File: config.mk
export PLATFORM = sky130hd
export DESIGN_NAME = srrc_cfg_regs
export DESIGN_NICKNAME = d
export VERILOG_FILES = /design/src/rtl/sequence_range_replay_cache_assert.svh /design/src/rtl/srrc_pkg.sv /design/src/rtl/srrc_cfg_regs.sv
export SDC_FILE = /design/constraint.sdc
export NUM_CORES = 1
export LEC_CHECK = 0
export BUFFER_PORTS_ARGS = -buffer_cell sky130_fd_sc_hd__buf_2
export CELL_PAD_IN_SITES_DETAIL_PLACEMENT = 0
export CELL_PAD_IN_SITES_GLOBAL_PLACEMENT = 1
export CORE_UTILIZATION = 28
export CTS_BUF_LIST = sky130_fd_sc_hd__clkbuf_8 sky130_fd_sc_hd__clkbuf_16
export CTS_CLUSTER_DIAMETER = 80
export DETAILED_ROUTE_END_ITERATION = 6
export PLACE_DENSITY = 0.89
export SLEW_MARGIN = 15
export SYNTH_ARGS = -nofsm -noshare
export SYNTH_HDL_FRONTEND = slang
export SYNTH_SLANG_ARGS = --single-unit
File: constraint.sdc
create_clock -name clk -period 1.68 [get_ports clk]
set_input_delay 0.084 -clock clk [delete_from_list [all_inputs] [get_ports clk]]
set_output_delay 0.084 -clock clk [all_outputs]
set_load 0.02 [all_outputs]
File: src/rtl/sequence_range_replay_cache_assert.svh
// Assertion macros for the sequence range replay cache.
// Expects clk and rst_n in the scope of each use.
`ifndef SEQUENCE_RANGE_REPLAY_CACHE_ASSERT_SVH
`define SEQUENCE_RANGE_REPLAY_CACHE_ASSERT_SVH
`ifndef SYNTHESIS
`define SRRC_ASSERT(label, prop, msg) \
  label: assert property (@(posedge clk) disable iff (!rst_n) prop) else $error(msg);
`define SRRC_ASSERT_ALWAYS(label, prop, msg) \
  label: assert property (@(posedge clk) prop) else $error(msg);
`else
`define SRRC_ASSERT(label, prop, msg)
`define SRRC_ASSERT_ALWAYS(label, prop, msg)
`endif
`endif

File: src/rtl/srrc_pkg.sv
`timescale 1ns / 1ps
// Shared types and constants of the sequence range replay cache.
// No dependencies.
package srrc_pkg;

  localparam int unsigned REPLAY_CAP = 16;
  localparam logic [15:0] MAX_PKT_RESET = 16'd1500;
  localparam logic [4:0]  MAX_REPLAY_RESET = 5'd16;

  localparam logic CMD_STORE  = 1'b0;
  localparam logic CMD_REPLAY = 1'b1;

  localparam logic REG_MAX_PKT    = 1'b0;
  localparam logic REG_MAX_REPLAY = 1'b1;

  typedef enum logic [1:0] {
    ST_STORED  = 2'd0,
    ST_DROPPED = 2'd1,
    ST_REPLAY  = 2'd2,
    ST_MISS    = 2'd3
  } status_t;

  typedef struct packed {
    logic [15:0] max_packet_bytes;
    logic [4:0]  max_replay;
  } cfg_t;

  typedef struct packed {
    logic [63:0] seq;
    logic [15:0] count;
    logic [15:0] len;
  } desc_t;

  typedef struct packed {
    status_t     status;
    logic [11:0] slot;
    logic [15:0] len;
    logic [63:0] seq;
    logic [15:0] count;
    logic        last;
  } res_t;

endpackage

File: src/rtl/srrc_cfg_regs.sv
`timescale 1ns / 1ps
// APB register file: largest packet length and replay limit.
// Depends on srrc_pkg.
module srrc_cfg_regs (
  input  logic               clk,
  input  logic               rst_n,
  input  logic               cfg_psel,
  input  logic               cfg_penable,
  input  logic               cfg_pwrite,
  input  logic [2:0]         cfg_paddr,
  input  logic [31:0]        cfg_pwdata,
  output logic [31:0]        cfg_prdata,
  output logic               cfg_pready,
  output srrc_pkg::cfg_t     cfg
);
  import srrc_pkg::*;

  cfg_t cfg_r;
  cfg_t cfg_nxt;
  logic wr;

  assign cfg_pready = 1'b1;
  assign wr = cfg_psel && cfg_penable && cfg_pwrite;
  assign cfg = cfg_r;

  always_comb begin
    cfg_nxt = cfg_r;
    if (wr) begin
      unique case (cfg_paddr[2])
        REG_MAX_PKT:    cfg_nxt.max_packet_bytes = cfg_pwdata[15:0];
        REG_MAX_REPLAY: cfg_nxt.max_replay = cfg_pwdata[4:0];
        default:        cfg_nxt = cfg_r;
      endcase
    end
  end

  always_comb begin
    unique case (cfg_paddr[2])
      REG_MAX_PKT:    cfg_prdata = {16'b0, cfg_r.max_packet_bytes};
      REG_MAX_REPLAY: cfg_prdata = {27'b0, cfg_r.max_replay};
      default:        cfg_prdata = '0;
    endcase
  end

  always_ff @(posedge clk) begin
    if (!rst_n) begin
      cfg_r.max_packet_bytes <= MAX_PKT_RESET;
      cfg_r.max_replay <= MAX_REPLAY_RESET;
    end else begin
      cfg_r <= cfg_nxt;
    end
  end

endmodule

-- Word-level counts from Yosys, hierarchy flattened
Cells that the tools add are included.
- multiplexer cells: 1
- bitwise logic cells: 1
- reduce and logical (&&, ||, !) cells: 4
- operator list (cell ; number):
    $pmux 32 s2 ; 1
    $reduce_and 2->1 ; 2
    $logic_and 1x1->1 ; 2
    $not 1->1 ; 1
- flip-flop bits (word level): 21
- input port bits: 40
- output and inout port bits: 54
- logic and storage cells: 8

-- Longest topological paths before layout
Gate-level depths: netlist of run 1.
- depth after elaboration: 3
- mapped depth: 5
- depth with buffers taken out: 2

-- Worst setup path after synthesis of run 1
No wires, ideal clock.
- path type: input port to flip-flop
- start point: input port cfg_paddr[2]
- end point: register cfg_r, in the netlist cfg[5]
- data arrival time: 0.876 ns
- data required time: 1.608 ns
- setup slack: 0.732 ns
- stages: 5
- buffers on the path: 3
- path through: buf_6 > and4b_1 > buf_6 > buf_12 > mux2i_1
- cells in the longest elaborated chain, start to end: 2
- RTL lines (item ; line ; source):
    from (decl) ; srrc_cfg_regs.sv:10 ; input logic [2:0] cfg_paddr,
    $not 1->1 ; -- ;
    $reduce_and 2->1 (no source line) ; -- ;
    to (signal assigned) ; srrc_cfg_regs.sv:50 ; cfg_r <= cfg_nxt;
    to (decl) ; srrc_cfg_regs.sv:18 ; cfg_t cfg_r;
Every way passes these cells.
A chain may end at the register's enable or synchronous reset.

-- Final worst setup path of run 1
- start point: register cfg_r, in the netlist cfg[3]
- end point: output port cfg_prdata[3]
- cells in the longest elaborated chain, start to end: 1
- RTL lines (item ; line ; source):
    $pmux 32 s2 ; srrc_cfg_regs.sv:38 ; unique case (cfg_paddr[2])
    to (decl) ; srrc_cfg_regs.sv:12 ; output logic [31:0] cfg_prdata,
Every way passes these cells. The select of a mux whose other input is x is not followed.

==> impl_metrics.toml, run 1 <==
[cts]
cts-root-buf = "clkbuf_8"
clock_tree.buffer_depth = 2
cts_hold_buf = 0
cts_buffers = 3
cts_resized = 0
path_clk_slew_ps = 80
clk_latency_ps = 250
cts.sinks = 21
htree_levels = 1
cts_tree = "yes"
cts_setup_buffers = 0

[synthesis]
synth_area_leader_cell = "dfxtp_1"
netlist.area_leader.share = 0.3644
synth.avg_cell_area_um2 = 9.156
ys_seq_elements = 21
synth_ff_type = "dfxtp_1"
synthArstFlopShare = 0
synth_common_cells = "nor2b_1, nand2_1, dfxtp_1, mux2i_1, buf_4"
synth_cell_types = 13
yosysMostFrequentCell = "nor2b_1"
syn_area_mm2 = 0.001154
ys_top_cells_by_area = "dfxtp_1, mux2i_1, nor2b_1"
yosys_warnings = 0
synth.yosys.seq_area_share = 0.3644
synthCells = 126
synth_edf_count = 0

[min_path]
hp-class = "input port to register"
holdPathStages = 3
min-delay-start = "cfg_pwdata[14]"
holdPathEnd = "cfg[19]"

[final_layout]
postLayoutCoreUtil = 0.3768
largest_reg_flops = 21
layout-drive-gt1-share = 0.3833
design_area_mm2 = 0.001431
n_antenna_cell = 0
fin_nets = 221
instances_no_fill = 228
area.growth.synth_to_final_pct = 24.08

[setup_path]
cp_data_required_time_ps = 1600
rrSetupSlack_ps = 1030
rr_worst_depth = 2
crit_fanout = 3
regToRegStartpoint = "cfg[0]"
r2r-end = "cfg[0]"
path_class = "register to primary output"
arrival_ps = 1010
setup.worst_path.end_class = "primary output"
start_kind = "register"

[placed_design]
post-dp-hpwl_um = 1664
place_area_mm2 = 0.001385
globalplace.congestion = 0.6308
io_buffers = 58
dp_cells = 224

[timing]
tightest_slew_ps = 598.4
achievable-frequency_mhz = 917.1
tns_ps = 0
rsz0062_at_grt = "false"
setup_violations = 0
finalHoldViolCount = 0
maxSlewHeadroom = 0.6011
period_minus_slack_ps = 1090
skew_ps = 0
maxSlewViolCount = 0
fin_crit_sh = 0.6491

[floorplan]
die_h_um = 66.19
io_pins = 94
die_area_mm2 = 0.004380
fp.coreArea_mm2 = 0.003799
start_util = 0.3037
row_count = 22
die_w_um = 66.19

[global_routing]
grt_use_total = 0.1052
antenna_found_initial = 0
grt_max_degree = 40
grt_pass1_vias = 808
grt_pass1_wl_um = 3470
overflow = 0

[run_status]
status = "finished clean"

[route]
drtPass1Iterations = 3
routed_wl_um = 2283
drt_iter0_markers = 15
vias_per_cell = 4.167
num_vias = 950
drc_errors = 0
wl_per_cell_um = 10.01
drtAntennaViolNets = 0

[power_and_ir_drop]
ir_drop_mv = 0.2491
power_density_mw_per_mm2 = 717.9
leakage_nw = 0.7008

[flow_run]
drv_cap = 0
kinds of logic (layout without fill, tap and decap cells):
group,count (synthesis),in the layout,share of synthesized area
flops,21,21,0.3644
other cells,2,17,0.006510
buf+inv,25,64,0.1648
mux,26,26,0.2310
simple gates,52,52,0.2332
cell type report:
| cell class | instances | area (um2) |
|---|---|---|
| flip-flops and latches | 21 | 420.4 |
| fillers | 407 | 2367 |
| multi-input cells | 95 | 599.3 |
| clock inverters | 1 | 5.005 |
| repair buffers | 60 | 305.3 |
| well taps | 48 | 60.06 |
| clock buffers | 3 | 41.29 |
power breakdown:
group / internal, W / total, W / switching (W)
Clock: 0.000165 / 0.000330 / 0.000165
Combinational: 0.0000643 / 0.000182 / 0.000118
Sequential: 0.000508 / 0.000515 / 0.00000688
worst max path at each step:
| stage | start | to |
|---|---|---|
| 2_1_floorplan | cfg_paddr[2] | cfg[5] |
| 3_3_place_gp | cfg_paddr[2] | cfg[5] |
| 3_5_place_dp | cfg_paddr[2] | cfg[17] |
| 4_1_cts | cfg[3] | cfg_prdata[3] |
| 5_1_grt | cfg[3] | cfg_prdata[3] |
| 6_report | cfg[3] | cfg_prdata[3] |
cell usage in the layout, fill, tap and decap left out:
cell,instances
and4b_1,1
buf_2,58
buf_4,2
clkbuf_8,3
clkinv_2,1
conb_1,17
dfxtp_1,21
mux2_2,5
mux2i_1,21
nand2_1,24
nand4_1,1
nor2b_1,26
through the flow:
stage / hold slack [ps] / setup WS (ps) / power [W]
CTS: 59.56 / 575.3 / 0.001050
floorplan: 222.8 / 732.2 / 0.0006880
finish: 66.70 / 589.6 / 0.001028
detailed placement: 341.1 / 550.9 / 0.0007117
global route: 68.53 / 546.2 / 0.001090
global placement: 336.7 / 559.5 / 0.0007098
per-layer routing:
layer  share of wire  vias up  GRT usage  wire length [um]
met3           0.072        2    0.02069               165
li1                -      474          -                 -
met2            0.47       43     0.1990              1073
met1            0.45      431     0.1131              1029
met5               0        -          0                 0
met4          0.0061        0    0.03989                14
critical path, cell delays in order, from the launching register on:
cell and delay [ps]:
dfxtp_1 330, mux2_2 260, buf_2 160
No activity file was read; power rests on OpenSTA's default activity.
==> inputs of run 2 (changes only) <==
- CORE_UTILIZATION: 28 -> 26
- PLACE_DENSITY: 0.89 -> 0.83
- clock period: 1.68 -> 1.1 ns (I/O delays scaled with it)
==> run 2 against run 1 <==
First-iteration DRC count decreased by 13%. Largest power group unchanged. Combinational power grew 59%. Design area grew 3.1%. Power rose by 54%. Worst hold slack worse by 31 ps. Clock-buffer cell count is the same. Critical path type unchanged. Cell count up 2.6%.
==> impl_metrics.toml, run 2 (same netlist as run 1, synthesis figures left out) <==
[cts]
htree_levels = 1
clock_tree.buffer_depth = 2
cts_resized = 0
clk_latency_ps = 260
cts-root-buf = "clkbuf_8"
cts_hold_buf = 0
path_clk_slew_ps = 80
cts_setup_buffers = 0
cts.sinks = 21
cts_tree = "yes"
cts_buffers = 3

[final_layout]
n_fill_cell = 428
seq_area_um2 = 421.7
postLayoutCoreUtil = 0.3588
multi_input_area_um2 = 599.3
area.growth.synth_to_final_pct = 27.98
design_area_mm2 = 0.001476
layout-drive-gt1-share = 0.3967
n_antenna_cell = 0
final_common_cell = "buf_2"
fin_nets = 225
mostFrequentLayoutCells = "buf_2, nor2b_1, nand2_1"
largest_reg_flops = 21

[route]
vias_per_cell = 4.043
routed_wl_um = 2312
drtPass1Iterations = 4
drtAntennaViolNets = 0
drt_iter0_markers = 13
num_vias = 946
wl_per_cell_um = 9.880
drc_errors = 0

[power_and_ir_drop]
p_int_w = 0.001135
switching_share = 0.2820
p_sw_w = 0.0004457
leakage_nw = 0.7248
p_seq_frac = 0.498
power_density_mw_per_mm2 = 1071
power_frac_comb = 0.184
clkPwrFrac = 0.318
ir_drop_mv = 0.3446

[timing]
skew_ps = 0
finalHoldViolCount = 0
fin_crit_sh = 0.9628
rsz0062_at_grt = "false"
period_minus_slack_ps = 1059
setup_violations = 0
hold_ws_ps = 35.60
achievable-frequency_mhz = 944.2
maxSlewViolCount = 0
tns_ps = 0

[setup_path]
rrSetupSlack_ps = 490
r2r-end = "cfg[4]"
cp_cell_sequence = "mux2_2 > buf_2"
regToRegStartpoint = "cfg[4]"
cp_slowest_cell = "dfxtp_1"
worst-path-stages = 2
slowest_delay_ps = 330
rr_worst_depth = 2
critPathTopFamily = "flip-flops"
start_kind = "register"
setup.worst_path.end_class = "primary output"
crit_fanout = 3
crit_buf_inv = 1
cp_data_required_time_ps = 1040
path_class = "register to primary output"
arrival_ps = 1000

[global_routing]
grt_pass1_wl_um = 3249
grt_max_degree = 23
grt_pass1_vias = 726
antenna_found_initial = 0
overflow = 0
grt_use_total = 0.09542

[placed_design]
io_buffers = 58
place_area_mm2 = 0.001430
globalplace.congestion = 0.6021
post-dp-hpwl_um = 1790

[floorplan]
die_w_um = 68.61
row_count = 23
fp.coreArea_mm2 = 0.004115
start_util = 0.2803
io_pins = 94
die_area_mm2 = 0.004707
die_h_um = 68.61

[min_path]
holdPathStages = 3
holdPathEnd = "cfg[20]"
hp-class = "input port to register"
min-delay-start = "cfg_pwdata[15]"

[flow_run]
drv_cap = 0

[run_status]
status = "finished clean"
[run 2: cell types whose count changed in the layout (fill, tap and decap cells not counted), sizes merged]
cell    before  now
buf         60   64
clkinv       1    0
inv          0    1
[run 2: worst max-delay path by stage]
stage / from / endpoint / slack [ps]
floorplan: cfg_paddr[2] / cfg[5] / 180
global placement: cfg_paddr[2] / cfg[4] / 50
detailed placement: cfg_paddr[2] / cfg[1] / 60
CTS: cfg[1] / cfg_prdata[1] / 30
global route: cfg[8] / cfg_prdata[3] / 0.3
finish: cfg[1] / cfg_prdata[1] / 40
[run 2: stage by stage]
step / std cells / total power [W] / worst slack (ps)
floorplan: 141 / 0.001051 / 181.2
global placement: 230 / 0.001097 / 50.07
detailed placement: 230 / 0.001099 / 60.01
CTS: 234 / 0.001615 / 28.42
global route: 234 / 0.001671 / 0.3464
finish: 234 / 0.001581 / 40.92
[run 2: power groups by stage]
stage	combinational (W)	clock [W]	sequential [W]
final	0.000290	0.000503	0.000788
after global routing	0.000319	0.000561	0.000791
after CTS	0.000295	0.000533	0.000788
after detailed placement	0.000294	0	0.000806
after global placement	0.000291	0	0.000805
after floorplan	0.000225	0	0.000825
[run 2: area by class of cell]
| type | instances | area share |
|---|---|---|
| Sequential cell | 21 | 0.2856 |
| Tap cell | 50 | 0.04237 |
| Multi-Input combinational cell | 95 | 0.4059 |
| Timing Repair Buffer | 64 | 0.2356 |
| Clock inverter | 1 | 0.002542 |
| Clock buffer | 3 | 0.02797 |
[run 2: worst reg2reg max path: stages, from the launching register on]
cell	delay (ps)
dfxtp_1	320
nor2b_1	100
mux2i_1	70
[run 2: layer usage]
layer,wire length (um),part of all wire,vias to the layer above,track usage
met2,1062,0.46,45,0.1581
li1,-,-,483,-
met4,12,0.0052,0,0.04688
met5,0,0,-,0
met1,1041,0.45,416,0.1133
met3,195,0.084,2,0.02467
==> inputs of run 3 (changes only) <==
- GPL_TIMING_DRIVEN: unset -> 0
- REMOVE_ABC_BUFFERS: unset -> 1
==> run 3 against run 2 <==
Sequential share of layout area grew 1.0 points. Maximum frequency grew 1.3%. Via count shrank 3.0%.
==> impl_metrics.toml, run 3 (same netlist as run 1, synthesis figures left out) <==
[setup_path]
cp_cell_sequence = "mux2_2 > buf_2"
regToRegStartpoint = "cfg[2]"
start_kind = "register"
cp_slowest_cell = "dfxtp_1"
path_class = "register to primary output"
crit_fanout = 3
arrival_ps = 990
rr_worst_depth = 2
setup.worst_path.end_class = "primary output"
r2r-end = "cfg[2]"
slowest_delay_ps = 330
cp_data_required_time_ps = 1040
rrSetupSlack_ps = 470

[route]
drtAntennaViolNets = 0
vias_per_cell = 4.026
drtPass1Iterations = 3
num_vias = 918
drc_errors = 0
wl_per_cell_um = 9.899
drt_iter0_markers = 17
routed_wl_um = 2257

[global_routing]
antenna_found_initial = 0
grt_pass1_vias = 752
overflow = 0
grt_use_total = 0.09458
grt_pass1_wl_um = 3291
grt_max_degree = 40

[timing]
maxSlewHeadroom = 0.6224
setup_violations = 0
fin_crit_sh = 0.9509
hold_ws_ps = 38.35
worst_slack_ps = 54.03
achievable-frequency_mhz = 956.1
finalHoldViolCount = 0
maxSlewViolCount = 0
period_minus_slack_ps = 1046
tns_ps = 0
skew_ps = 0
rsz0062_at_grt = "false"
tightest_slew_ps = 566.5

[final_layout]
n_antenna_cell = 0
mostFrequentLayoutCells = "buf_2, nor2b_1, nand2_1"
fin_nets = 219
layout-drive-gt1-share = 0.3764
n_fill_cell = 458
multi_input_area_um2 = 603.1
seq_area_um2 = 420.4
final_common_cell = "buf_2"
area.growth.synth_to_final_pct = 23.21
largest_reg_flops = 21

[cts]
clock_tree.buffer_depth = 2
cts_hold_buf = 0
cts_buffers = 3
htree_levels = 1
cts.sinks = 21
cts-root-buf = "clkbuf_8"
clk_latency_ps = 250
path_clk_slew_ps = 70
cts_tree = "yes"

[min_path]
min-delay-start = "cfg_pwdata[15]"
holdPathStages = 3
holdPathEnd = "cfg[20]"
hp-class = "input port to register"

[run_status]
status = "finished clean"

[floorplan]
die_area_mm2 = 0.004707
row_count = 23
start_util = 0.2803
die_w_um = 68.61
io_pins = 94
fp.coreArea_mm2 = 0.004115
die_h_um = 68.61

[power_and_ir_drop]
leakage_nw = 0.6900
ir_drop_mv = 0.3567
power_density_mw_per_mm2 = 1085
totalPowerFinal_w = 0.001542

[placed_design]
post-dp-hpwl_um = 1658
globalplace.congestion = 0.6704
io_buffers = 58
place_ws_ps = -564.2

[flow_run]
drv_cap = 0
-- run 3: report_power, final --
group          switching (W)  internal (W)
clock               0.000232      0.000248
combinational       0.000178     0.0000959
sequential         0.0000108      0.000777
-- run 3: critical path, delay by kind of cell (launching register included) --
| family | cells | cell delay (ps) |
|---|---|---|
| multiplexers | 1 | 260 |
| buffers and inverters | 1 | 160 |
| flip-flops | 1 | 330 |
-- run 3: per-stage QoR --
| step | utilization | std cells | cell area (um2) |
|---|---|---|---|
| 4_1_cts | 0.3448 | 228 | 1419 |
| 5_1_grt | 0.3454 | 228 | 1421 |
| 6_report | 0.3454 | 228 | 1421 |
| 3_3_place_gp | 0.3335 | 224 | 1373 |
| 2_1_floorplan | - | 116 | 1020 |
| 3_5_place_dp | 0.3335 | 224 | 1373 |
-- run 3: final cells by class --
class | instances | area share
repair buffers | 58 | 0.2042
clock inverters | 1 | 0.002641
multi-input cells | 95 | 0.4243
flip-flops and latches | 21 | 0.2958
clock buffers | 3 | 0.02905
well taps | 50 | 0.04401
-- run 3: what timing repair did --
action | 4_1_cts | 5_1_grt
cloned | 0 | 0
endpoints found under the setup margin | 16 | 11
buffers inserted | 0 | 0
resized for setup | 1 | 1
-- run 3: how the worst max path moves through the flow --
stage	startpoint	to	slack, ps	cells past startpoint
after floorplan	cfg_paddr[2]	cfg[10]	8	2
after global placement	cfg_paddr[2]	cfg[8]	-530	3
after detailed placement	cfg_paddr[2]	cfg[19]	-560	3
after CTS	cfg[1]	cfg_prdata[1]	40	2
after global routing	cfg[2]	cfg_prdata[2]	10	2
final	cfg[0]	cfg_prdata[0]	50	2
-- run 3: metal layers --
layer / share of wire / GRT usage / wire [um] / vias to the layer above
met5: 0 / 0 / 0 / -
met1: 0.47 / 0.1199 / 1061 / 404
met4: 0.012 / 0.05469 / 27 / 0
met3: 0.066 / 0.009868 / 148 / 2
met2: 0.45 / 0.1544 / 1020 / 41
li1: - / - / - / 471
