$ cat src/rtl/sequence_range_replay_cache_assert.svh
// Assertion macros for the sequence range replay cache.
// Expects clk and rst_n in the scope of each use.
`ifndef SEQUENCE_RANGE_REPLAY_CACHE_ASSERT_SVH
`define SEQUENCE_RANGE_REPLAY_CACHE_ASSERT_SVH
`ifndef SYNTHESIS
`define SRRC_ASSERT(label, prop, msg) \
  label: assert property (@(posedge clk) disable iff (!rst_n) prop) else $error(msg);
`define SRRC_ASSERT_ALWAYS(label, prop, msg) \
  label: assert property (@(posedge clk) prop) else $error(msg);
`else
`define SRRC_ASSERT(label, prop, msg)
`define SRRC_ASSERT_ALWAYS(label, prop, msg)
`endif
`endif

$ cat src/rtl/srrc_pkg.sv
`timescale 1ns / 1ps
// Shared types and constants of the sequence range replay cache.
// No dependencies.
package srrc_pkg;

  localparam int unsigned REPLAY_CAP = 16;
  localparam logic [15:0] MAX_PKT_RESET = 16'd1500;
  localparam logic [4:0]  MAX_REPLAY_RESET = 5'd16;

  localparam logic CMD_STORE  = 1'b0;
  localparam logic CMD_REPLAY = 1'b1;

  localparam logic REG_MAX_PKT    = 1'b0;
  localparam logic REG_MAX_REPLAY = 1'b1;

  typedef enum logic [1:0] {
    ST_STORED  = 2'd0,
    ST_DROPPED = 2'd1,
    ST_REPLAY  = 2'd2,
    ST_MISS    = 2'd3
  } status_t;

  typedef struct packed {
    logic [15:0] max_packet_bytes;
    logic [4:0]  max_replay;
  } cfg_t;

  typedef struct packed {
    logic [63:0] seq;
    logic [15:0] count;
    logic [15:0] len;
  } desc_t;

  typedef struct packed {
    status_t     status;
    logic [11:0] slot;
    logic [15:0] len;
    logic [63:0] seq;
    logic [15:0] count;
    logic        last;
  } res_t;

endpackage

$ cat src/rtl/srrc_replay_ctrl.sv
`timescale 1ns / 1ps
// Store and replay sequencer: writes descriptors, scans the ring backward.
// Depends on srrc_pkg and the assertion header.
`include "sequence_range_replay_cache_assert.svh"
module srrc_replay_ctrl #(
  parameter int unsigned SLOTS = 4096,
  localparam int unsigned PW = $clog2(SLOTS),
  localparam int unsigned FW = $clog2(SLOTS + 1)
) (
  input  logic             clk,
  input  logic             rst_n,
  input  logic             in_valid,
  output logic             in_ready,
  input  logic             in_cmd,
  input  logic [63:0]      in_seq,
  input  logic [15:0]      in_count,
  input  logic [15:0]      in_len,
  input  srrc_pkg::cfg_t   cfg,
  output logic             ram_we,
  output logic [PW-1:0]    ram_waddr,
  output srrc_pkg::desc_t  ram_wdata,
  output logic             ram_re,
  output logic [PW-1:0]    ram_raddr,
  input  srrc_pkg::desc_t  ram_rdata,
  output logic             q_push,
  output srrc_pkg::res_t   q_res,
  input  logic             q_full
);
  import srrc_pkg::*;

  localparam logic [PW-1:0] LAST_IDX = PW'(SLOTS - 1);
  localparam logic [FW-1:0] FILL_MAX = FW'(SLOTS);
  localparam logic [4:0]    CAP = 5'(REPLAY_CAP);

  typedef enum logic [2:0] {
    S_IDLE,
    S_PROBE,
    S_HIT,
    S_STEP,
    S_END
  } state_t;

  state_t        state_r, state_nxt;
  logic [PW-1:0] wp_r, wp_nxt;
  logic [FW-1:0] fill_r, fill_nxt;
  logic [PW-1:0] pptr_r, pptr_nxt;
  logic [FW-1:0] prem_r, prem_nxt;
  logic          rd_vld_r, rd_vld_nxt;
  logic [PW-1:0] rd_idx_r, rd_idx_nxt;
  logic [63:0]   want_r, want_nxt;
  logic [15:0]   left_r, left_nxt;
  logic [4:0]    nrep_r, nrep_nxt;
  desc_t         hit_r, hit_nxt;
  logic [PW-1:0] hit_idx_r, hit_idx_nxt;
  desc_t         pend_r, pend_nxt;
  logic [PW-1:0] pend_idx_r, pend_idx_nxt;
  logic          pend_vld_r, pend_vld_nxt;
  logic [63:0]   next_r, next_nxt;

  logic [4:0]     limit;
  logic           accept;
  logic           drop;
  logic [64:0]    probe_diff;
  logic           hit;
  logic [64:0]    step_diff;
  logic [15:0]    left_after;
  logic [PW+11:0] wp_ext;
  logic [PW+11:0] pend_ext;
  logic [PW-1:0]  scan_first;

  assign limit = (cfg.max_replay > CAP) ? CAP : cfg.max_replay;
  assign in_ready = (state_r == S_IDLE) && !q_full;
  assign accept = in_valid && in_ready;
  assign drop = (in_len > cfg.max_packet_bytes) || (in_count == 16'd0);
  assign wp_ext = {12'b0, wp_r};
  assign pend_ext = {12'b0, pend_idx_r};
  assign scan_first = (wp_r == '0) ? LAST_IDX : wp_r - 1'b1;

  assign probe_diff = {1'b0, want_r} - {1'b0, ram_rdata.seq};
  assign hit = rd_vld_r && (ram_rdata.seq != 64'd0) && !probe_diff[64] &&
               (probe_diff[63:16] == 48'd0) && (probe_diff[15:0] < ram_rdata.count);

  assign step_diff = {1'b0, next_r} - {1'b0, want_r};
  assign left_after = ((step_diff[63:16] != 48'd0) || (step_diff[15:0] >= left_r)) ?
                      16'd0 : left_r - step_diff[15:0];

  always_comb begin
    state_nxt = state_r;
    wp_nxt = wp_r;
    fill_nxt = fill_r;
    pptr_nxt = pptr_r;
    prem_nxt = prem_r;
    rd_vld_nxt = 1'b0;
    rd_idx_nxt = rd_idx_r;
    want_nxt = want_r;
    left_nxt = left_r;
    nrep_nxt = nrep_r;
    hit_nxt = hit_r;
    hit_idx_nxt = hit_idx_r;
    pend_nxt = pend_r;
    pend_idx_nxt = pend_idx_r;
    pend_vld_nxt = pend_vld_r;
    next_nxt = next_r;
    ram_we = 1'b0;
    ram_waddr = wp_r;
    ram_wdata = '{seq: in_seq, count: in_count, len: in_len};
    ram_re = 1'b0;
    ram_raddr = pptr_r;
    q_push = 1'b0;
    q_res = '0;

    unique case (state_r)
      S_IDLE: begin
        if (accept) begin
          if (in_cmd == CMD_STORE) begin
            q_push = 1'b1;
            q_res.last = 1'b1;
            if (drop) begin
              q_res.status = ST_DROPPED;
            end else begin
              ram_we = 1'b1;
              q_res.status = ST_STORED;
              q_res.slot = wp_ext[11:0];
              wp_nxt = (wp_r == LAST_IDX) ? '0 : wp_r + 1'b1;
              if (fill_r != FILL_MAX) begin
                fill_nxt = fill_r + 1'b1;
              end
            end
          end else if (in_count != 16'd0) begin
            if (limit == 5'd0) begin
              q_push = 1'b1;
              q_res.status = ST_MISS;
              q_res.last = 1'b1;
            end else begin
              want_nxt = in_seq;
              left_nxt = in_count;
              nrep_nxt = 5'd0;
              pend_vld_nxt = 1'b0;
              pptr_nxt = scan_first;
              prem_nxt = fill_r;
              state_nxt = S_PROBE;
            end
          end
        end
      end
      S_PROBE: begin
        if (hit) begin
          hit_nxt = ram_rdata;
          hit_idx_nxt = rd_idx_r;
          state_nxt = S_HIT;
        end else if (prem_r != '0) begin
          ram_re = 1'b1;
          rd_vld_nxt = 1'b1;
          rd_idx_nxt = pptr_r;
          pptr_nxt = (pptr_r == '0) ? LAST_IDX : pptr_r - 1'b1;
          prem_nxt = prem_r - 1'b1;
        end else if (!rd_vld_r) begin
          state_nxt = S_END;
        end
      end
      S_HIT: begin
        if (!pend_vld_r || !q_full) begin
          if (pend_vld_r) begin
            q_push = 1'b1;
            q_res.status = ST_REPLAY;
            q_res.slot = pend_ext[11:0];
            q_res.len = pend_r.len;
            q_res.seq = pend_r.seq;
            q_res.count = pend_r.count;
          end
          pend_nxt = hit_r;
          pend_idx_nxt = hit_idx_r;
          pend_vld_nxt = 1'b1;
          next_nxt = hit_r.seq + {48'd0, hit_r.count};
          nrep_nxt = nrep_r + 5'd1;
          state_nxt = S_STEP;
        end
      end
      S_STEP: begin
        if (step_diff[64] || (step_diff[63:0] == 64'd0)) begin
          state_nxt = S_END;
        end else begin
          want_nxt = next_r;
          left_nxt = left_after;
          if ((left_after != 16'd0) && (nrep_r < limit)) begin
            pptr_nxt = scan_first;
            prem_nxt = fill_r;
            state_nxt = S_PROBE;
          end else begin
            state_nxt = S_END;
          end
        end
      end
      S_END: begin
        if (!q_full) begin
          q_push = 1'b1;
          q_res.last = 1'b1;
          if (pend_vld_r) begin
            q_res.status = ST_REPLAY;
            q_res.slot = pend_ext[11:0];
            q_res.len = pend_r.len;
            q_res.seq = pend_r.seq;
            q_res.count = pend_r.count;
          end else begin
            q_res.status = ST_MISS;
          end
          pend_vld_nxt = 1'b0;
          state_nxt = S_IDLE;
        end
      end
      default: state_nxt = S_IDLE;
    endcase
  end

  always_ff @(posedge clk) begin
    if (!rst_n) begin
      state_r <= S_IDLE;
      wp_r <= '0;
      fill_r <= '0;
      rd_vld_r <= 1'b0;
      pend_vld_r <= 1'b0;
      nrep_r <= 5'd0;
    end else begin
      state_r <= state_nxt;
      wp_r <= wp_nxt;
      fill_r <= fill_nxt;
      rd_vld_r <= rd_vld_nxt;
      pend_vld_r <= pend_vld_nxt;
      nrep_r <= nrep_nxt;
    end
    pptr_r <= pptr_nxt;
    prem_r <= prem_nxt;
    rd_idx_r <= rd_idx_nxt;
    want_r <= want_nxt;
    left_r <= left_nxt;
    hit_r <= hit_nxt;
    hit_idx_r <= hit_idx_nxt;
    pend_r <= pend_nxt;
    pend_idx_r <= pend_idx_nxt;
    next_r <= next_nxt;
  end

  `SRRC_ASSERT(a_push_room, q_push |-> !q_full, "result pushed into full queue")
  `SRRC_ASSERT(a_idle_no_pend, (state_r == S_IDLE) |-> !pend_vld_r, "pending replay left in idle")
  `SRRC_ASSERT(a_fill_bound, fill_r <= FILL_MAX, "fill level above slot count")
  `SRRC_ASSERT(a_nrep_bound, nrep_r <= CAP, "replay count above cap")
  `SRRC_ASSERT(a_no_write_in_scan, ram_re |-> !ram_we, "descriptor write during scan")

endmodule

$ cat config.mk
export PLATFORM = sky130hd
export DESIGN_NAME = srrc_replay_ctrl
export DESIGN_NICKNAME = d
export VERILOG_FILES = /design/src/rtl/srrc_pkg.sv /design/src/rtl/srrc_replay_ctrl.sv
export VERILOG_INCLUDE_DIRS = /design/src /design/src/rtl
export SDC_FILE = /design/constraint.sdc
export NUM_CORES = 1
export LEC_CHECK = 0
export BUFFER_PORTS_ARGS = -buffer_cell sky130_fd_sc_hd__buf_4
export CORE_UTILIZATION = 59
export DETAILED_ROUTE_END_ITERATION = 12
export PLACE_DENSITY = 0.82
export SETUP_SLACK_MARGIN = 0.05
export SLEW_MARGIN = 10
export SYNTH_ARGS = -nofsm -noshare
export SYNTH_HDL_FRONTEND = slang
export SYNTH_SLANG_ARGS = --single-unit
export TNS_END_PERCENT = 50
$ cat constraint.sdc
create_clock -name clk -period 24.8 [get_ports clk]
set_input_delay 3.72 -clock clk [delete_from_list [all_inputs] [get_ports clk]]
set_output_delay 3.72 -clock clk [all_outputs]
set_load 0.02 [all_outputs]
## Yosys cells after proc, flatten, opt, wreduce, memory -nomap -nowiden

Index checks and enable logic that the tools add are counted.

- Register bits: 432
- Input bits: 218
- Output and inout bits: 235
- Word-level logic and storage cells: 186

- $add $sub $neg: 10
- $lt $le $gt $ge: 5
- Equal/unequal tests: 18
- Muxes and demuxes: 90
- Bitwise operators: 3
- Reduce and logical (&&, ||, !) cells: 40

Operators with widths:

| kind | number |
|---|---|
| $mux 64 | 5 |
| $mux 110 | 2 |
| $pmux 96 s2 | 1 |
| $mux 12 | 13 |
| $sub 64x64->65 | 2 |
| $pmux 64 s2 | 1 |
| $mux 111 | 1 |
| $mux 108 | 1 |
| $mux 13 | 8 |
| $mux 16 | 6 |
| $add 64x16->64 | 1 |
| $logic_not 64->1 | 1 |
| $reduce_bool 64->1 | 1 |
| $logic_not 48->1 | 1 |
| $reduce_bool 48->1 | 1 |
| $pmux 14 s3 | 1 |
| $pmux 13 s3 | 1 |
| $pmux 12 s3 | 1 |
| $mux 3 | 11 |
| $pmux 16 s2 | 1 |
| $reduce_bool 16->1 | 2 |
| $mux 5 | 6 |
| $logic_not 12->1 | 2 |
| $sub 12x1->12 const B | 2 |
| other kinds (43) | 94 |

## Depth between registers and ports, before layout

- Depth in word-level cells: 9
- Gate-level depth with buffers: 24
- Mapped depth without buffers: 23

## Least setup slack after synthesis

Ideal clock, no wire load.

- Path type: input to register
- Start: in ram_rdata[33] in the netlist's numbering
- End: reg hit_idx_r[0] (enable)
- Library setup time: 0.839 ns
- Data arrival time: 17.863 ns
- Required time: 23.961 ns
- Setup slack: 6.097 ns
- Stages on the path: 21
- Path buffers: 0
- Cell sequence: inv_1 > ha_1 > nor2b_1 > o31a_1 > a21o_1 > nor3_1 > o21ai_0 > a31oi_1 > xnor2_1 > ha_1 > nand4b_1 > or4_1 > or4_1 > nor4_1 > nand4b_1 > nor4_1 > o31a_1 > nand4_1 > nor4_1 > o2111ai_1 > nor4_1

- Word-level cells in the longest chain between the ends: 6
- Elaborated cells on any way between the ends: 10
- Those cells by class: add/sub (1); order compare (1); reduce/logical (8)

RTL lines:

| item | line | RTL |
|---|---|---|
| start, declared | srrc_replay_ctrl.sv:24 | `input srrc_pkg::desc_t ram_rdata,` |
| branches (longest 4 deep; another with $sub 64x64->65) | - |  |
| $logic_and 1x1->1 (*) | srrc_replay_ctrl.sv:81 | `(probe_diff[63:16] == 48'd0) && (probe_diff[15:0] < ram_rdata.count);` |
| $reduce_and 2->1 (no source line) (*) | - |  |
| end signal, assigned | srrc_replay_ctrl.sv:237 | `hit_idx_r <= hit_idx_nxt;` |
| end, declared | srrc_replay_ctrl.sv:54 | `logic [PW-1:0] hit_idx_r, hit_idx_nxt;` |

Mark *: on every way between the ends.
A chain may end at the register's enable or synchronous reset.

## Worst setup path after layout

- Start: in ram_rdata[34] in the netlist's numbering
- End: out ram_re

- Word-level cells in the longest chain between the ends: 7
- Elaborated cells on any way between the ends: 11
- Those cells by class: add/sub (1); order compare (1); mux (2); reduce/logical (7)

RTL lines:

| item | line | RTL |
|---|---|---|
| branches (longest 4 deep; another with $sub 64x64->65) | - |  |
| $logic_and 1x1->1 (*) | srrc_replay_ctrl.sv:81 |  |
| $mux 1 (*) | srrc_replay_ctrl.sv:147 | `if (hit) begin` |
| $mux 1 (*) | - |  |
| end, declared | srrc_replay_ctrl.sv:22 | `output logic ram_re,` |

Marks and branches as above.

==> impl_metrics.csv <==
group,metric,value,unit
status,status,"completed",
cts,cts.path.max_buffers,3,
synthesis,netlist_instances,3439,
pwr,p_clk_share,37.1,%
floorplanning,die_w,231,um
global_route,gr-usage-all-layers,37.9,%
global_route,met1_usage,52.2,%
sta,finalCritPeriodShare,53.1,%
final_layout,stdcell_count,4440,
pwr,p_seq_share,46.1,%
pwr,p_leak,14.5,nW
cts,cts_sinks,432,
pwr,swShare,27.0,%
global_route,grt_overflow,0,
final_layout,final_nets,4151,
detailed_routing,drt-total-wl,104000,um
floorplanning,initial_utilization,60.0,%
cts,ctsResizeCount,0,
sta,setup_violations,0,
hold_path,hp-start,"rd_idx_r[11]$_DFFE_PP_",
synthesis,synth.distinct_cells,96,
sta,whs,0.409,ns
global_route,antenna_found_initial,3,
sta,fin_ws,11.64,ns
sta,tightest_slew,1.21,ns
hold_path,hp-class,"reg2reg",
cts,cts_setup_buffers,0,
final_layout,layout.core_utilization,68.8,%
synthesis,synthTopCellsByArea,"edfxtp_1 (38%), ha_1 (8.2%), nand2_1 (5.6%), a21oi_1 (3.7%), xnor2_1 (3.1%)",
sta,hold_viol_final,0,
pwr,power_frac_comb,16.8,%
setup_path,startpoint,"ram_rdata[34]",
cts,clk_pin_slew_worst_paths,0.06,ns
sta,finClkSkew,0.0300,ns
detailed_routing,drc_errors,0,
cts,cts_tree,"built",
synthesis,netlist.area_leader.share,38.5,%
setup_path,crit_path_start_kind,"input port",
pwr,ir_drop,0.0000672,V
floorplanning,dieArea,0.0534,sq mm
synthesis,synth_largest_area_cell,"edfxtp_1",
synthesis,ys_ff_latch,432,
cts,h-tree-depth,2,
final_layout,drive_gt1_share,15.8,%
pwr,power.density,49.3,mW/mm^2
place,dp.cells,4358,
cts,cts_root_buf,"clkbuf_16",
global_route,grt-busiest-layer,"met2",
final_layout,area_delta_synth_final,14.6,%
synthesis,synth-edff-count,397,
sta,maxSlewViolCount,0,
pwr,internal_power,1.28,mW
global_route,met2_usage,60.5,%
detailed_routing,via_per_inst,6.33,
floorplanning,coreArea,0.0516,sq mm
place,port_buffers,452,
pwr,p_sw,0.473,mW
floorplanning,dieHeight,231,um
sta,fin_tns_setup,0,ns
place,dp_hpwl,82800,um
synthesis,syn-num-nets,3865,
flow_run,max-cap-violations,0,
synthesis,ys_seq_area_share,40.7,%
synthesis,synth_area,0.0310,sq mm
synthesis,syn_area_per_cell,9.01,sq um
detailed_routing,drt_iter0_drc,2784,
detailed_routing,vias,28085,
sta,rsz0062_at_grt,"no",
cts,ctsHoldBuffers,0,
floorplanning,ios,453,
setup_path,required,21.08,ns
cts,cts_inserted_buffers,45,
setup_path,arrival,9.44,ns
setup_path,cp_max_fo,13,
synthesis,synthArstFlopShare,0,%
detailed_routing,firstDrtPassIters,8,
global_route,first_global_vias,26482,
global_route,grt_max_degree,72,
sta,max_freq,76.0,MHz
setup_path,cp-end-kind,"primary output",
sta,slew_headroom,18.6,%
floorplanning,rows,83,
place,dp_slack,11.84,ns
global_route,grt_pass1_wl,155000,um
detailed_routing,avgRoutedWirePerCell,23.5,um
setup_path,worstSetupPathType,"in2out",
sta,fin_crit,13.16,ns
detailed_routing,ant_nets,0,
synthesis,synth-main-ff-cell,"edfxtp_1",
cts,clk_latency,0.60,ns
synthesis,ys.warnings.count,0,
place,gp_congestion,1.05,
setup_path,r2r_start,"want_r[0]$_DFFE_PP_",
global_route,use_met3,6.79,%
routing by layer:
| metal | up-vias | wire, um |
|---|---|---|
| met5 | - | 0 |
| met4 | 0 | 3350 |
| met3 | 211 | 10400 |
| met2 | 1489 | 47700 |
| met1 | 13339 | 42900 |
| li1 | 13046 | - |
sequential cells by signal, summed over array words and instances, names as in the netlist, 12 cells and up:
register    cells
fill_r         13
hit_idx_r      12
hit_r          96
left_r         16
next_r         64
pend_idx_r     12
pend_r         96
prem_r         13
ram_raddr      12
ram_waddr      12
rd_idx_r       12
want_r         64
synth_stat cells, types with 10 or more instances:
library cell / number
a2111oi_0: 12
a211oi_1: 24
a21boi_0: 12
a21o_1: 52
a21oi_1: 229
a22oi_1: 11
a31o_2: 10
a31oi_1: 30
and2_1: 111
and3_1: 43
buf_2: 17
buf_4: 102
clkbuf_1: 103
dfxtp_1: 35
edfxtp_1: 397
ha_1: 204
inv_1: 239
mux2i_1: 16
nand2_1: 466
nand2b_1: 36
nand3_1: 66
nand3b_1: 14
nand4_1: 95
nor2_1: 226
nor2b_1: 22
nor3_1: 84
nor4_1: 64
o211ai_1: 26
o21a_1: 47
o21ai_0: 159
o21ai_1: 11
o21bai_1: 23
o31ai_1: 31
or3_1: 31
or4_1: 25
xnor2_1: 111
xor2_1: 52
cells in the final DEF (no fill, tap or decap), drive strengths merged, types with 10 or more instances in the layout:
master / Yosys / final
xnor2: 111 / 111
buf: 125 / 470
a21oi: 239 / 239
nand2b: 36 / 36
a22oi: 11 / 11
o21a: 48 / 48
a2111oi: 13 / 13
or4: 26 / 26
and3: 43 / 43
ha: 204 / 204
o21ai: 172 / 172
a21o: 52 / 52
and2: 112 / 112
a21boi: 13 / 13
nor4: 64 / 64
a31o: 10 / 10
clkbuf: 106 / 55
nor3: 85 / 85
inv: 240 / 242
dfxtp: 35 / 35
nand2: 466 / 466
nand3b: 14 / 14
a31oi: 30 / 30
xor2: 52 / 52
edfxtp: 397 / 397
mux2i: 16 / 16
a211oi: 27 / 27
o21bai: 23 / 23
clkinv: 0 / 18
o31ai: 31 / 31
nor2: 226 / 226
nand3: 66 / 66
nor2b: 22 / 22
or3: 32 / 32
a221oi: 11 / 11
and4: 10 / 10
o211ai: 27 / 27
nand4: 96 / 96
power by group through the flow:
| stage | combinational, mW | clock (mW) | sequential [mW] |
|---|---|---|---|
| after floorplan | 0.189 | 0 | 0.818 |
| after detailed placement | 0.285 | 0 | 0.821 |
| after CTS | 0.287 | 0.653 | 0.805 |
| after global placement | 0.285 | 0 | 0.821 |
| after global routing | 0.316 | 0.677 | 0.806 |
| final | 0.294 | 0.649 | 0.806 |
kinds of logic (layout without fill, tap and decap cells):
| group | after synthesis | in the layout | share of synthesized area [%] |
|---|---|---|---|
| XOR/XNOR | 163 | 163 | 4.61 |
| AO/OA/AOI/OAI | 811 | 811 | 17.1 |
| flip-flops | 432 | 432 | 40.7 |
| adder cells (fa/ha/maj) | 208 | 208 | 8.50 |
| buffers and inverters | 471 | 791 | 7.10 |
| other | 0 | 1 | 0 |
| AND/OR/NAND/NOR | 1336 | 1336 | 21.4 |
| multiplexers | 18 | 18 | 0.590 |
worst paths after layout:
check	depth (start not counted)	slack, ns	end
worst max-delay path	22	11.64	ram_re
worst min-delay path	0	0.41	hit_idx_r[11]$_DFFE_PP_
worst max register to register	23	17.89	hit_r[56]$_DFFE_PP_
worst min register to register	0	0.41	hit_idx_r[11]$_DFFE_PP_
area by class of cell:
type / count / area [sq um]
multi-input cells: 2536 / 16200
well taps: 680 / 851
clock buffers: 55 / 1160
clock inverters: 26 / 206
repair buffers: 470 / 3530
diodes: 1 / 2.50
fillers: 4143 / 16100
inverters: 240 / 901
flip-flops and latches: 432 / 12600
worst max-delay path, stage by stage:
cell	delay (ns)
buf_4	0.16
inv_1	0.06
ha_1	0.36
o21a_1	0.20
o31a_1	0.15
a21o_1	0.23
nor3_1	0.30
o21ai_0	0.22
a31oi_1	0.24
xnor2_1	0.10
ha_1	0.22
nand4b_1	0.19
or4_1	0.49
or4_1	0.41
nor4_1	0.36
o2111ai_1	0.17
nor4_1	0.41
nand4b_1	0.19
nor4b_2	0.74
nor2_1	0.11
buf_4	0.23
buf_4	0.17
through the flow:
| step | area, sq um | total power [mW] |
|---|---|---|
| finish | 35500 | 1.75 |
| global route | 35500 | 1.80 |
| CTS | 35500 | 1.75 |
| detailed placement | 34100 | 1.11 |
| global placement | 34100 | 1.11 |
| floorplan | 31000 | 1.01 |
No activity file was read; power rests on OpenSTA's default activity.
